`config.mk`:
```
export PLATFORM = sky130hd
export DESIGN_NAME = perspective_scanline_affine_gen_unit_flat
export DESIGN_NICKNAME = d
export VERILOG_FILES = /design/src/design/psag_pkg.sv /design/src/design/psag_ifs.sv /design/src/design/psag_cfg.sv /design/src/design/psag_div_stage.sv /design/src/design/psag_math.sv /design/src/design/perspective_scanline_affine_gen_unit.sv /design/src/flat_wrapper.sv
export SDC_FILE = /design/constraint.sdc
export NUM_CORES = 2
export LEC_CHECK = 0
export BUFFER_PORTS_ARGS = -buffer_cell sky130_fd_sc_hd__buf_2
export CAP_MARGIN = 25
export CORE_MARGIN = 2
export CORE_UTILIZATION = 30
export CTS_BUF_LIST = sky130_fd_sc_hd__clkbuf_8
export DETAILED_ROUTE_END_ITERATION = 7
export HOLD_SLACK_MARGIN = 0.12
export PLACE_DENSITY = 0.43
export SETUP_SLACK_MARGIN = 0.05
export SYNTH_ARGS = -nofsm -noshare
export SYNTH_HDL_FRONTEND = slang
export SYNTH_SLANG_ARGS = --single-unit
```
`constraint.sdc`:
```
create_clock -name clk -period 12.06 [get_ports clk]
set_input_delay 0.603 -clock clk [delete_from_list [all_inputs] [get_ports clk]]
set_output_delay 0.603 -clock clk [all_outputs]
set_load 0.01 [all_outputs]
```
`src/design/psag_pkg.sv`:
```
// psag_pkg: shared types, constants and the sine lookup for the scanline affine generator
package psag_pkg;

  // field widths
  localparam int LINE_W     = 8;
  localparam int STEP_W     = 16;
  localparam int ORIGIN_W   = 28;
  localparam int CFG_DATA_W = 19;
  localparam int SINE_W     = 10;
  localparam int FRAC       = 8;

  // divider shape: quotient bits below the scale limit, bits resolved per stage
  localparam int QUOT_W        = 14;
  localparam int DIV_STEP_BITS = 2;
  localparam int DIV_STAGES    = QUOT_W / DIV_STEP_BITS;
  localparam int SCALE_W       = QUOT_W + 1;
  localparam logic [SCALE_W-1:0] SCALE_LIMIT = 15'h4000;

  // configuration register indexes
  typedef enum logic [2:0] {
    CFG_CAM_X          = 3'd0,
    CFG_CAM_Y          = 3'd1,
    CFG_VIEW_ANGLE     = 3'd2,
    CFG_CAM_HEIGHT     = 3'd3,
    CFG_FOCAL_DEPTH    = 3'd4,
    CFG_HORIZON_LINE   = 3'd5,
    CFG_PERSPECTIVE_ON = 3'd6
  } cfg_index_t;

  // live configuration plus the sine and cosine of the view angle
  typedef struct packed {
    logic signed [18:0]       cam_x;
    logic signed [18:0]       cam_y;
    logic [7:0]               view_angle;
    logic [13:0]              cam_height;
    logic [11:0]              focal_depth;
    logic [7:0]               horizon_line;
    logic                     perspective_on;
    logic signed [SINE_W-1:0] sin_v;
    logic signed [SINE_W-1:0] cos_v;
  } cfg_t;

  // one line travelling through the divider
  typedef struct packed {
    logic [LINE_W-1:0] line;
    logic [7:0]        span;
    logic              clamp;
    logic [7:0]        rem;
    logic [QUOT_W-1:0] quot;
    logic [QUOT_W-1:0] dvd;
  } div_t;

  // first quadrant of a Q8 sine, 65 points
  localparam logic [8:0] QUARTER_SINE [65] = '{
    9'd0,   9'd6,   9'd13,  9'd19,  9'd25,  9'd31,  9'd38,  9'd44,
    9'd50,  9'd56,  9'd62,  9'd68,  9'd74,  9'd80,  9'd86,  9'd92,
    9'd98,  9'd104, 9'd109, 9'd115, 9'd121, 9'd126, 9'd132, 9'd137,
    9'd142, 9'd147, 9'd152, 9'd157, 9'd162, 9'd167, 9'd172, 9'd177,
    9'd181, 9'd185, 9'd190, 9'd194, 9'd198, 9'd202, 9'd206, 9'd209,
    9'd213, 9'd216, 9'd220, 9'd223, 9'd226, 9'd229, 9'd231, 9'd234,
    9'd237, 9'd239, 9'd241, 9'd243, 9'd245, 9'd247, 9'd248, 9'd250,
    9'd251, 9'd252, 9'd253, 9'd254, 9'd255, 9'd255, 9'd256, 9'd256,
    9'd256
  };

  // full-turn sine from the quarter table, 256 steps per turn
  function automatic logic signed [SINE_W-1:0] sine_q8(input logic [7:0] angle);
    logic [5:0]               idx;
    logic [6:0]               addr;
    logic signed [SINE_W-1:0] mag;
    idx  = angle[5:0];
    addr = angle[6] ? 7'(7'd64 - {1'b0, idx}) : {1'b0, idx};
    mag  = $signed({1'b0, QUARTER_SINE[addr]});
    return angle[7] ? -mag : mag;
  endfunction

endpackage

```
`src/design/psag_ifs.sv`:
```
// psag channel interfaces: configuration writes, line requests, line parameters

interface psag_cfg_if;
  logic                                valid;
  logic                                ready;
  psag_pkg::cfg_index_t                index;
  logic [psag_pkg::CFG_DATA_W-1:0]     data;
  modport source (output valid, index, data, input ready);
  modport sink   (input valid, index, data, output ready);
endinterface

interface psag_line_if;
  logic                            valid;
  logic                            ready;
  logic [psag_pkg::LINE_W-1:0]     line_index;
  modport source (output valid, line_index, input ready);
  modport sink   (input valid, line_index, output ready);
endinterface

interface psag_param_if;
  logic                                  valid;
  logic                                  ready;
  logic signed [psag_pkg::STEP_W-1:0]    step_dx;
  logic signed [psag_pkg::STEP_W-1:0]    step_dy;
  logic signed [psag_pkg::ORIGIN_W-1:0]  origin_x;
  logic signed [psag_pkg::ORIGIN_W-1:0]  origin_y;
  modport source (output valid, step_dx, step_dy, origin_x, origin_y, input ready);
  modport sink   (input valid, step_dx, step_dy, origin_x, origin_y, output ready);
endinterface

```
`src/design/psag_cfg.sv`:
```
// psag_cfg: configuration register file and view angle sine/cosine lookup
module psag_cfg (
  input  logic           clk,
  input  logic           rst,
  psag_cfg_if.sink       wr,
  output psag_pkg::cfg_t regs
);

  logic signed [18:0] cam_x;
  logic signed [18:0] cam_y;
  logic [7:0]         view_angle;
  logic [13:0]        cam_height;
  logic [11:0]        focal_depth;
  logic [7:0]         horizon_line;
  logic               perspective_on;

  // writes are always taken
  assign wr.ready = 1'b1;

  // register writes
  always_ff @(posedge clk) begin
    if (rst) begin
      cam_x          <= '0;
      cam_y          <= '0;
      view_angle     <= '0;
      cam_height     <= 14'd120;
      focal_depth    <= 12'd160;
      horizon_line   <= 8'd40;
      perspective_on <= 1'b1;
    end else if (wr.valid) begin
      unique case (wr.index)
        psag_pkg::CFG_CAM_X:          cam_x          <= $signed(wr.data);
        psag_pkg::CFG_CAM_Y:          cam_y          <= $signed(wr.data);
        psag_pkg::CFG_VIEW_ANGLE:     view_angle     <= wr.data[7:0];
        psag_pkg::CFG_CAM_HEIGHT:     cam_height     <= wr.data[13:0];
        psag_pkg::CFG_FOCAL_DEPTH:    focal_depth    <= wr.data[11:0];
        psag_pkg::CFG_HORIZON_LINE:   horizon_line   <= wr.data[7:0];
        psag_pkg::CFG_PERSPECTIVE_ON: perspective_on <= wr.data[0];
        default: ;
      endcase
    end
  end

  // packed view for the datapath, cos(a) = sin(a + quarter turn)
  always_comb begin
    regs.cam_x          = cam_x;
    regs.cam_y          = cam_y;
    regs.view_angle     = view_angle;
    regs.cam_height     = cam_height;
    regs.focal_depth    = focal_depth;
    regs.horizon_line   = horizon_line;
    regs.perspective_on = perspective_on;
    regs.sin_v          = psag_pkg::sine_q8(view_angle);
    regs.cos_v          = psag_pkg::sine_q8(8'(view_angle + 8'd64));
  end

endmodule

```
`src/design/psag_div_stage.sv`:
```
// psag_div_stage: one pipelined restoring-division stage, two quotient bits per beat
module psag_div_stage (
  input  logic           clk,
  input  logic           rst,
  input  logic           in_valid,
  output logic           in_ready,
  input  psag_pkg::div_t in_data,
  output logic           out_valid,
  input  logic           out_ready,
  output psag_pkg::div_t out_data
);

  psag_pkg::div_t nxt;
  logic [8:0]     trial;

  // shift in dividend bits, subtract the divisor where it fits
  always_comb begin
    nxt   = in_data;
    trial = '0;
    for (int b = 0; b < psag_pkg::DIV_STEP_BITS; b++) begin
      trial    = {nxt.rem, nxt.dvd[psag_pkg::QUOT_W-1]};
      nxt.dvd  = nxt.dvd << 1;
      if (trial >= {1'b0, nxt.span}) begin
        nxt.rem  = 8'(trial - {1'b0, nxt.span});
        nxt.quot = {nxt.quot[psag_pkg::QUOT_W-2:0], 1'b1};
      end else begin
        nxt.rem  = trial[7:0];
        nxt.quot = {nxt.quot[psag_pkg::QUOT_W-2:0], 1'b0};
      end
    end
  end

  // stage register, empty or draining slot takes a new beat
  assign in_ready = !out_valid || out_ready;

  always_ff @(posedge clk) begin
    if (rst) begin
      out_valid <= 1'b0;
    end else if (in_ready) begin
      out_valid <= in_valid;
    end
  end

  always_ff @(posedge clk) begin
    if (in_valid && in_ready) begin
      out_data <= nxt;
    end
  end

endmodule

```
`src/design/psag_math.sv`:
```
// psag_math: scale, rotation and origin arithmetic in three register stages
module psag_math #(
  parameter int SCREEN_LINES   = 160,
  parameter int SCREEN_COLUMNS = 240
) (
  input  logic           clk,
  input  logic           rst,
  input  logic           in_valid,
  output logic           in_ready,
  input  psag_pkg::div_t in_data,
  input  psag_pkg::cfg_t regs,
  psag_param_if.source   params
);

  localparam int HC      = SCREEN_COLUMNS / 2;
  localparam int HL      = SCREEN_LINES / 2;
  localparam int HC_W    = $clog2(HC + 1) + 1;
  localparam int HL_W    = $clog2(HL + 1) + 1;
  localparam logic signed [HC_W-1:0] HALF_COLS  = HC_W'(HC);
  localparam logic signed [HL_W-1:0] HALF_LINES = HL_W'(HL);

  localparam int SW     = psag_pkg::SINE_W;
  localparam int OW     = psag_pkg::ORIGIN_W;
  localparam int FR     = psag_pkg::FRAC;
  localparam int PDX_W  = psag_pkg::SCALE_W + 1 + SW;
  localparam int DX_W   = PDX_W - FR;
  localparam int PADV_W = 12 + psag_pkg::SCALE_W;
  localparam int ADV_W  = PADV_W - FR;
  localparam int PAS_W  = ADV_W + 1 + SW;
  localparam int LS_W   = psag_pkg::LINE_W + 1;

  logic v1;
  logic v2;
  logic r1;
  logic r2;
  logic r3;

  // stage 1 products
  logic signed [PDX_W-1:0]     p_dx;
  logic signed [PDX_W-1:0]     p_dy;
  logic [PADV_W-1:0]           p_adv;
  logic signed [SW+HC_W-1:0]   f_cc;
  logic signed [SW+HC_W-1:0]   f_sc;
  logic signed [SW+HL_W-1:0]   f_cl;
  logic signed [SW+HL_W-1:0]   f_sl;
  logic signed [SW+LS_W-1:0]   f_cy;
  logic signed [SW+LS_W-1:0]   f_sy;

  // stage 2 products and flat-mode origins
  logic signed [DX_W-1:0]      dx;
  logic signed [DX_W-1:0]      dy;
  logic signed [PAS_W-1:0]     p_as;
  logic signed [PAS_W-1:0]     p_ac;
  logic signed [DX_W+HC_W-1:0] p_dxc;
  logic signed [DX_W+HC_W-1:0] p_dyc;
  logic signed [OW-1:0]        ox_f;
  logic signed [OW-1:0]        oy_f;

  // combinational helpers
  logic [psag_pkg::SCALE_W-1:0]   scale;
  logic signed [psag_pkg::SCALE_W:0] scale_s;
  logic signed [LS_W-1:0]          line_s;
  logic signed [OW-1:0]            base_x;
  logic signed [OW-1:0]            base_y;
  logic signed [DX_W-1:0]          dx_n;
  logic signed [DX_W-1:0]          dy_n;
  logic signed [ADV_W:0]           adv_s;

  always_comb begin
    scale   = in_data.clamp ? psag_pkg::SCALE_LIMIT : {1'b0, in_data.quot};
    scale_s = $signed({1'b0, scale});
    line_s  = $signed({1'b0, in_data.line});
    base_x  = OW'($signed({regs.cam_x, 8'h00}));
    base_y  = OW'($signed({regs.cam_y, 8'h00}));
    // arithmetic shift by the fraction: drop the low bits of the signed product
    dx_n    = $signed(p_dx[PDX_W-1:FR]);
    dy_n    = $signed(p_dy[PDX_W-1:FR]);
    adv_s   = $signed({1'b0, p_adv[PADV_W-1:FR]});
  end

  // per-stage handshake
  assign r3       = !params.valid || params.ready;
  assign r2       = !v2 || r3;
  assign r1       = !v1 || r2;
  assign in_ready = r1;

  always_ff @(posedge clk) begin
    if (rst) begin
      v1           <= 1'b0;
      v2           <= 1'b0;
      params.valid <= 1'b0;
    end else begin
      if (r1) v1 <= in_valid;
      if (r2) v2 <= v1;
      if (r3) params.valid <= v2;
    end
  end

  // stage 1: scale times sine/cosine, focal advance, flat-mode terms
  always_ff @(posedge clk) begin
    if (in_valid && r1) begin
      p_dx  <= scale_s * regs.cos_v;
      p_dy  <= scale_s * regs.sin_v;
      p_adv <= regs.focal_depth * scale;
      f_cc  <= regs.cos_v * HALF_COLS;
      f_sc  <= regs.sin_v * HALF_COLS;
      f_cl  <= regs.cos_v * HALF_LINES;
      f_sl  <= regs.sin_v * HALF_LINES;
      f_cy  <= regs.cos_v * line_s;
      f_sy  <= regs.sin_v * line_s;
    end
  end

  // stage 2: rotate the advance, center the steps, sum flat origins
  always_ff @(posedge clk) begin
    if (v1 && r2) begin
      dx    <= dx_n;
      dy    <= dy_n;
      p_as  <= adv_s * regs.sin_v;
      p_ac  <= adv_s * regs.cos_v;
      p_dxc <= dx_n * HALF_COLS;
      p_dyc <= dy_n * HALF_COLS;
      ox_f  <= base_x - OW'(f_cc) + OW'(f_sl) - OW'(f_sy);
      oy_f  <= base_y - OW'(f_sc) - OW'(f_cl) + OW'(f_cy);
    end
  end

  // stage 3: output register, mode select
  always_ff @(posedge clk) begin
    if (v2 && r3) begin
      if (regs.perspective_on) begin
        params.step_dx  <= dx[psag_pkg::STEP_W-1:0];
        params.step_dy  <= dy[psag_pkg::STEP_W-1:0];
        params.origin_x <= base_x - OW'($signed(p_as[PAS_W-1:FR])) - OW'(p_dxc);
        params.origin_y <= base_y + OW'($signed(p_ac[PAS_W-1:FR])) - OW'(p_dyc);
      end else begin
        params.step_dx  <= psag_pkg::STEP_W'(regs.cos_v);
        params.step_dy  <= psag_pkg::STEP_W'(regs.sin_v);
        params.origin_x <= ox_f;
        params.origin_y <= oy_f;
      end
    end
  end

endmodule

```
`src/design/perspective_scanline_affine_gen_unit.sv`:
```
// Usage: per-scanline affine parameters (steps and line origin) for a rotating ground plane.
// Channels: cfg writes one of seven registers (index, data); it is always ready and a write
// takes effect on the next cycle. Write it only while no line is in flight. lines carries a
// scanline index in; params returns step_dx, step_dy (8.8) and origin_x, origin_y (20.8).
// Pipeline: one input register, seven divider stages and three multiply/sum stages lie
// between an accepted line beat and its params beat.
// Throughput: one line per cycle unless params stalls; every stage is registered and the
// perspective scale divide resolves two quotient bits per stage, so a line may enter each cycle.
// Reset (rst, synchronous): all stage valids clear, registers return to camera at the
// origin, angle 0, height 120, focal depth 160, horizon 40, perspective mode.
// Stall: when params is not taken, each stage holds its beat; lines.ready stays high while
// any stage slot is free and drops only when all eleven stages hold a beat.
module perspective_scanline_affine_gen_unit #(
  parameter int SCREEN_LINES   = 160,
  parameter int SCREEN_COLUMNS = 240
) (
  input  logic          clk,
  input  logic          rst,
  psag_cfg_if.sink      cfg,
  psag_line_if.sink     lines,
  psag_param_if.source  params
);

  localparam int DS = psag_pkg::DIV_STAGES;

  psag_pkg::cfg_t cfg_q;
  psag_pkg::div_t in_d;
  psag_pkg::div_t in_q;
  logic           in_v;

  logic signed [8:0] span_s;
  logic [7:0]        span;

  logic           dv [DS+1];
  logic           dr [DS+1];
  psag_pkg::div_t dd [DS+1];

  // configuration registers
  psag_cfg u_cfg (
    .clk  (clk),
    .rst  (rst),
    .wr   (cfg),
    .regs (cfg_q)
  );

  // distance below horizon, floored at one; clamp when height*256 / span >= limit
  always_comb begin
    span_s     = $signed({1'b0, lines.line_index}) - $signed({1'b0, cfg_q.horizon_line});
    span       = (span_s < 9'sd1) ? 8'd1 : span_s[7:0];
    in_d.line  = lines.line_index;
    in_d.span  = span;
    in_d.clamp = cfg_q.cam_height >= {span, 6'b0};
    in_d.rem   = cfg_q.cam_height[13:6];
    in_d.quot  = '0;
    in_d.dvd   = {cfg_q.cam_height[5:0], 8'h00};
  end

  // input register
  assign lines.ready = !in_v || dr[0];

  always_ff @(posedge clk) begin
    if (rst) begin
      in_v <= 1'b0;
    end else if (lines.ready) begin
      in_v <= lines.valid;
    end
  end

  always_ff @(posedge clk) begin
    if (lines.valid && lines.ready) begin
      in_q <= in_d;
    end
  end

  assign dv[0] = in_v;
  assign dd[0] = in_q;

  // divider pipeline
  for (genvar g = 0; g < DS; g++) begin : g_div
    psag_div_stage u_stage (
      .clk       (clk),
      .rst       (rst),
      .in_valid  (dv[g]),
      .in_ready  (dr[g]),
      .in_data   (dd[g]),
      .out_valid (dv[g+1]),
      .out_ready (dr[g+1]),
      .out_data  (dd[g+1])
    );
  end

  // steps and origins
  psag_math #(
    .SCREEN_LINES   (SCREEN_LINES),
    .SCREEN_COLUMNS (SCREEN_COLUMNS)
  ) u_math (
    .clk      (clk),
    .rst      (rst),
    .in_valid (dv[DS]),
    .in_ready (dr[DS]),
    .in_data  (dd[DS]),
    .regs     (cfg_q),
    .params   (params)
  );

`ifndef SYNTHESIS
  // input backpressure only when every stage is full and the output is stalled
  a_full_stall: assert property (@(posedge clk) disable iff (rst)
    !lines.ready |-> params.valid && !params.ready)
    else $error("lines not ready while pipeline has room");

  // unclamped quotient leaving the divider satisfies q*d <= n < (q+1)*d
  a_div_exact: assert property (@(posedge clk) disable iff (rst)
    dv[DS] && !dd[DS].clamp |->
      (22'(dd[DS].quot) * 22'(dd[DS].span) <= {cfg_q.cam_height, 8'h00}) &&
      (({cfg_q.cam_height, 8'h00} - 22'(dd[DS].quot) * 22'(dd[DS].span))
        < 22'(dd[DS].span)))
    else $error("divider quotient out of range");

  // flat mode steps are the plain cosine and sine of the view angle
  a_flat_steps: assert property (@(posedge clk) disable iff (rst)
    params.valid && !cfg_q.perspective_on |->
      params.step_dx == psag_pkg::STEP_W'(cfg_q.cos_v) &&
      params.step_dy == psag_pkg::STEP_W'(cfg_q.sin_v))
    else $error("flat mode steps do not match rotation");
`endif

endmodule
```
`src/flat_wrapper.sv`:
```
// flat-port wrapper written by rule: the top's interface ports become plain ports
module perspective_scanline_affine_gen_unit_flat 
#(
  parameter int SCREEN_LINES   = 160,
  parameter int SCREEN_COLUMNS = 240
)
  (clk, rst, cfg_valid, cfg_index, cfg_data, cfg_ready, lines_valid, lines_line_index, lines_ready, params_valid, params_step_dx, params_step_dy, params_origin_x, params_origin_y, params_ready);
  psag_cfg_if cfg_i ();
  psag_line_if lines_i ();
  psag_param_if params_i ();
  input  logic clk;
  input  logic rst;
  input wire logic [$bits(cfg_i.valid)-1:0] cfg_valid;
  input wire logic [$bits(cfg_i.index)-1:0] cfg_index;
  input wire logic [$bits(cfg_i.data)-1:0] cfg_data;
  output wire logic [$bits(cfg_i.ready)-1:0] cfg_ready;
  input wire logic [$bits(lines_i.valid)-1:0] lines_valid;
  input wire logic [$bits(lines_i.line_index)-1:0] lines_line_index;
  output wire logic [$bits(lines_i.ready)-1:0] lines_ready;
  output wire logic [$bits(params_i.valid)-1:0] params_valid;
  output wire logic [$bits(params_i.step_dx)-1:0] params_step_dx;
  output wire logic [$bits(params_i.step_dy)-1:0] params_step_dy;
  output wire logic [$bits(params_i.origin_x)-1:0] params_origin_x;
  output wire logic [$bits(params_i.origin_y)-1:0] params_origin_y;
  input wire logic [$bits(params_i.ready)-1:0] params_ready;
  assign cfg_i.valid = cfg_valid;
  assign cfg_i.index = cfg_index;
  assign cfg_i.data = cfg_data;
  assign cfg_ready = cfg_i.ready;
  assign lines_i.valid = lines_valid;
  assign lines_i.line_index = lines_line_index;
  assign lines_ready = lines_i.ready;
  assign params_valid = params_i.valid;
  assign params_step_dx = params_i.step_dx;
  assign params_step_dy = params_i.step_dy;
  assign params_origin_x = params_i.origin_x;
  assign params_origin_y = params_i.origin_y;
  assign params_i.ready = params_ready;
  perspective_scanline_affine_gen_unit #(.SCREEN_LINES(SCREEN_LINES), .SCREEN_COLUMNS(SCREEN_COLUMNS)) u_core (.clk(clk), .rst(rst), .cfg(cfg_i), .lines(lines_i), .params(params_i));
endmodule
```
==> run summary <==
Post-DR vias/cell - 4.664
Height of the die - 519.6 um
Worst path arrival time - 11630 ps
Cell area after synthesis - 79740 um^2
Pin count of the biggest net entering global routing - 149
Post-synthesis mux area share - 1.447%
Hold WS - 183.9 ps
R2R Path End - u_core.u_math.p_dy[25]
Dominant cells by area after synthesis - edfxtp_1 25%, fa_1 24%, ha_1 14%
Post-synthesis cell type count - 102
Minimum clock period - 10940 ps
Largest family of logic cells by synthesized area - adder cells
Simple-gate share of the synthesized area - 12.21%
Per-cell routed wire length - 20.13 um
Critical path startpoint category - flop
Port Buf Inserts - 124
Initial Util - 30.11%
Fmax - 91.38 MHz
Drt first pass iters - 5
Hold/Removal Path Class - in -> reg
Warnings from Yosys - 0
Worst-case reg-to-reg path depth - 39
Max-slew violation count - 0
Avg Cell Area, Syn - 9.922 um^2
Vias in the first global route - 59.78k
Top Ports - 126
DRC - 0
Most frequent cells after synthesis - 1541 x inv_1, 944 x fa_1, 895 x nand2_1
Area grow syn2layout - 10.53%
CP max stage cell - a311oi_1
Hpwl dp - 182200 um
Seq/Total Area, Yosys - 27.35%
Max transition margin - 13.22%
Syn nets - 9895
Synth Area in XOR/XNOR - 4.210%
Worst-path fanout max - 22
Leading area contributor after synthesis - edfxtp_1
Total CTS buffers - 157
Reg2reg setup slack - 1120 ps
H-tree levels - 4
Final Hold Vio Count - 0
Worst Skew - 86.76 ps
Chip width - 519.6 um
CP Class - reg -> reg
Worst-Margin Slew - 1302 ps
GR Util All Layers - 17.83%
Synthesized-area fraction occupied by adder cells - 37.52%
Clock tree sinks - 757
First-pass GRT wire length - 365700 um
Longest Clk Path Bufs - 4
Number of synthesized flops with an enable pin - 665
Util after Layout - 33.28%
Reg2reg start - u_core.u_cfg.view_angle[1]
PD cells - 88.36 nW/um^2
Grt total ovfl - 0
RSZ-0062 raised after global routing - no
VDD IR max - 101.3 uV
Top_reg_cell synth - edfxtp_1
CP max stage delay - 810 ps
Fin nets - 10.04k
Initial antenna violation count - 19
Clock transition at path regs - 60 ps
Gate Count Post-Synth - 8037
Layout cells sized above 1 - 7.789%
MaxCap Viol Count - 0
Final GP Congestion - 0.8632
Final WL - 238500 um
Final Setup Violations - 0
Number of routed nets with antenna violations - 0
Seq cells post-synth - 757
Die area - 270000 um^2
Total power - 7788 uW
Static Leak - 0.04059 uW
Async set or reset register ratio after synthesis - 0%
CP Data Required Time - 12750 ps
Crit path capture type - flop
Setup repair bufs after CTS - 0
Cell count after placement - 11.53k
Most frequent cell after synthesis - inv_1
Run status - complete, no violations
Core area - 264900 um^2
Row count - 189
Complex-gate fraction of the synthesized area - 8.546%
CTS tree - yes
Worst Hold Depth - 3
Hold endpoint - u_core.u_cfg.cam_x[5]
Synth top area share - 25.04%
Setup TNS - 0 ps
Part of the cycle the worst path needs - 90.75%
Cts repair resizes - 0
1st-iter DRT viols - 2686
Hold Startpoint - cfg_data[5]
Clock Latency Late Sink - 940 ps
Post-Layout Cell Count - 11.85k
CTS root buf - clkbuf_8
Routed vias - 55.25k
[state kept, by name, summed over array words and instances (netlist names), 18 cells and up]
| name | cells |
|---|---|
| u_core.u_cfg.cam_x | 19 |
| u_core.u_math.params.origin_x | 28 |
| u_core.u_math.oy_f | 28 |
| u_core.u_math.p_dyc | 22 |
| u_core.u_math.p_ac | 22 |
| u_core.g_div.u_stage.out_data | 221 |
| u_core.u_math.p_as | 22 |
| u_core.u_math.params.origin_y | 28 |
| u_core.u_math.p_dy | 18 |
| u_core.u_math.p_adv | 19 |
| u_core.u_math.p_dx | 18 |
| u_core.u_math.p_dxc | 22 |
| u_core.u_math.ox_f | 28 |
| u_core.dd | 31 |
| u_core.u_math.f_cy | 19 |
| u_core.u_cfg.cam_y | 19 |
| u_core.u_math.f_sy | 19 |
[cells by family after synthesis]
| family | count (synthesis) |
|---|---|
| buffers and inverters | 1831 |
| XOR/XNOR | 379 |
| adder cells (fa/ha/maj) | 1825 |
| AO/OA/AOI/OAI | 1058 |
| multiplexers | 104 |
| other | 1 |
| AND/OR/NAND/NOR | 2082 |
| flip-flops | 757 |
[layout by cell type, fill, tap and decap left out, types with 168 or more instances in the layout]
cell | synthesis | final
fa_1 | 944 | 944
nor2_1 | 395 | 393
o21ai_0 | 196 | 196
and2_1 | 356 | 356
nand2_1 | 895 | 895
inv_1 | 1541 | 1588
clkbuf_8 | 0 | 168
xnor2_1 | 277 | 269
ha_1 | 879 | 879
edfxtp_1 | 665 | 665
a21oi_1 | 361 | 360
[per-stage QoR]
stage / cell area (um^2) / setup slack (ps)
global placement: 84840 / 1455
CTS: 88050 / 1141
detailed placement: 84860 / 1103
finish: 88140 / 1116
global route: 88110 / 435.3
floorplan: 79740 / 1567
[area by class of cell]
cell class                      count  area (um^2)
Clock buffer                      168         2312
Fill cell                       27310       176700
Inverter                         1551         5822
Timing Repair Buffer              268         1854
Tap cell                         3533         4420
Multi-Input combinational cell   5449        51300
Clock inverter                    101        574.3
Antenna cell                       18        45.04
Sequential cell                   757        21810
[timing repair]
action                                  CTS  global route
hold buffers                             30             0
endpoints found under the setup margin    0             0
hold endpoints to repair                 66             0
[worst max-delay path by stage]
stage                                          start                     end  depth (start not counted)
final                     u_core.u_cfg.view_angle[1]  u_core.u_math.p_dy[25]                         39
after global placement    u_core.u_cfg.view_angle[1]  u_core.u_math.p_dx[25]                         33
after CTS                 u_core.u_cfg.view_angle[1]  u_core.u_math.p_as[29]                         36
after floorplan           u_core.u_cfg.view_angle[0]  u_core.u_math.p_dy[25]                         44
after global routing      u_core.u_cfg.view_angle[1]  u_core.u_math.p_dy[25]                         39
after detailed placement  u_core.u_cfg.view_angle[1]  u_core.u_math.p_dy[25]                         39
[worst max-delay path: cells and delay by family, from the launching register on]
kind	cells	cell delay, ps
adders and majority gates	8	3510
DFF	1	740
AOI/OAI and AO/OA	16	4140
xor gates and xnor gates	1	80
buffers and inverters	5	640
and+or+nand+nor	9	1630
[per-layer routing]
metal	global-route usage (%)	routed length [um]	share of wire [%]
met4	6.079	8661	3.6
met5	0	11	0.0046
met1	23.68	108800	46
met2	29.80	110700	46
met3	2.380	10230	4.3
[power by group]
group          total [uW]  leakage (uW)  internal (uW)  switching [uW]
registers            3000       0.00677           2960            37.9
logic                2170        0.0322            866            1300
clock network        2620       0.00166           1390            1230
Power figures use the tool's default switching activity.
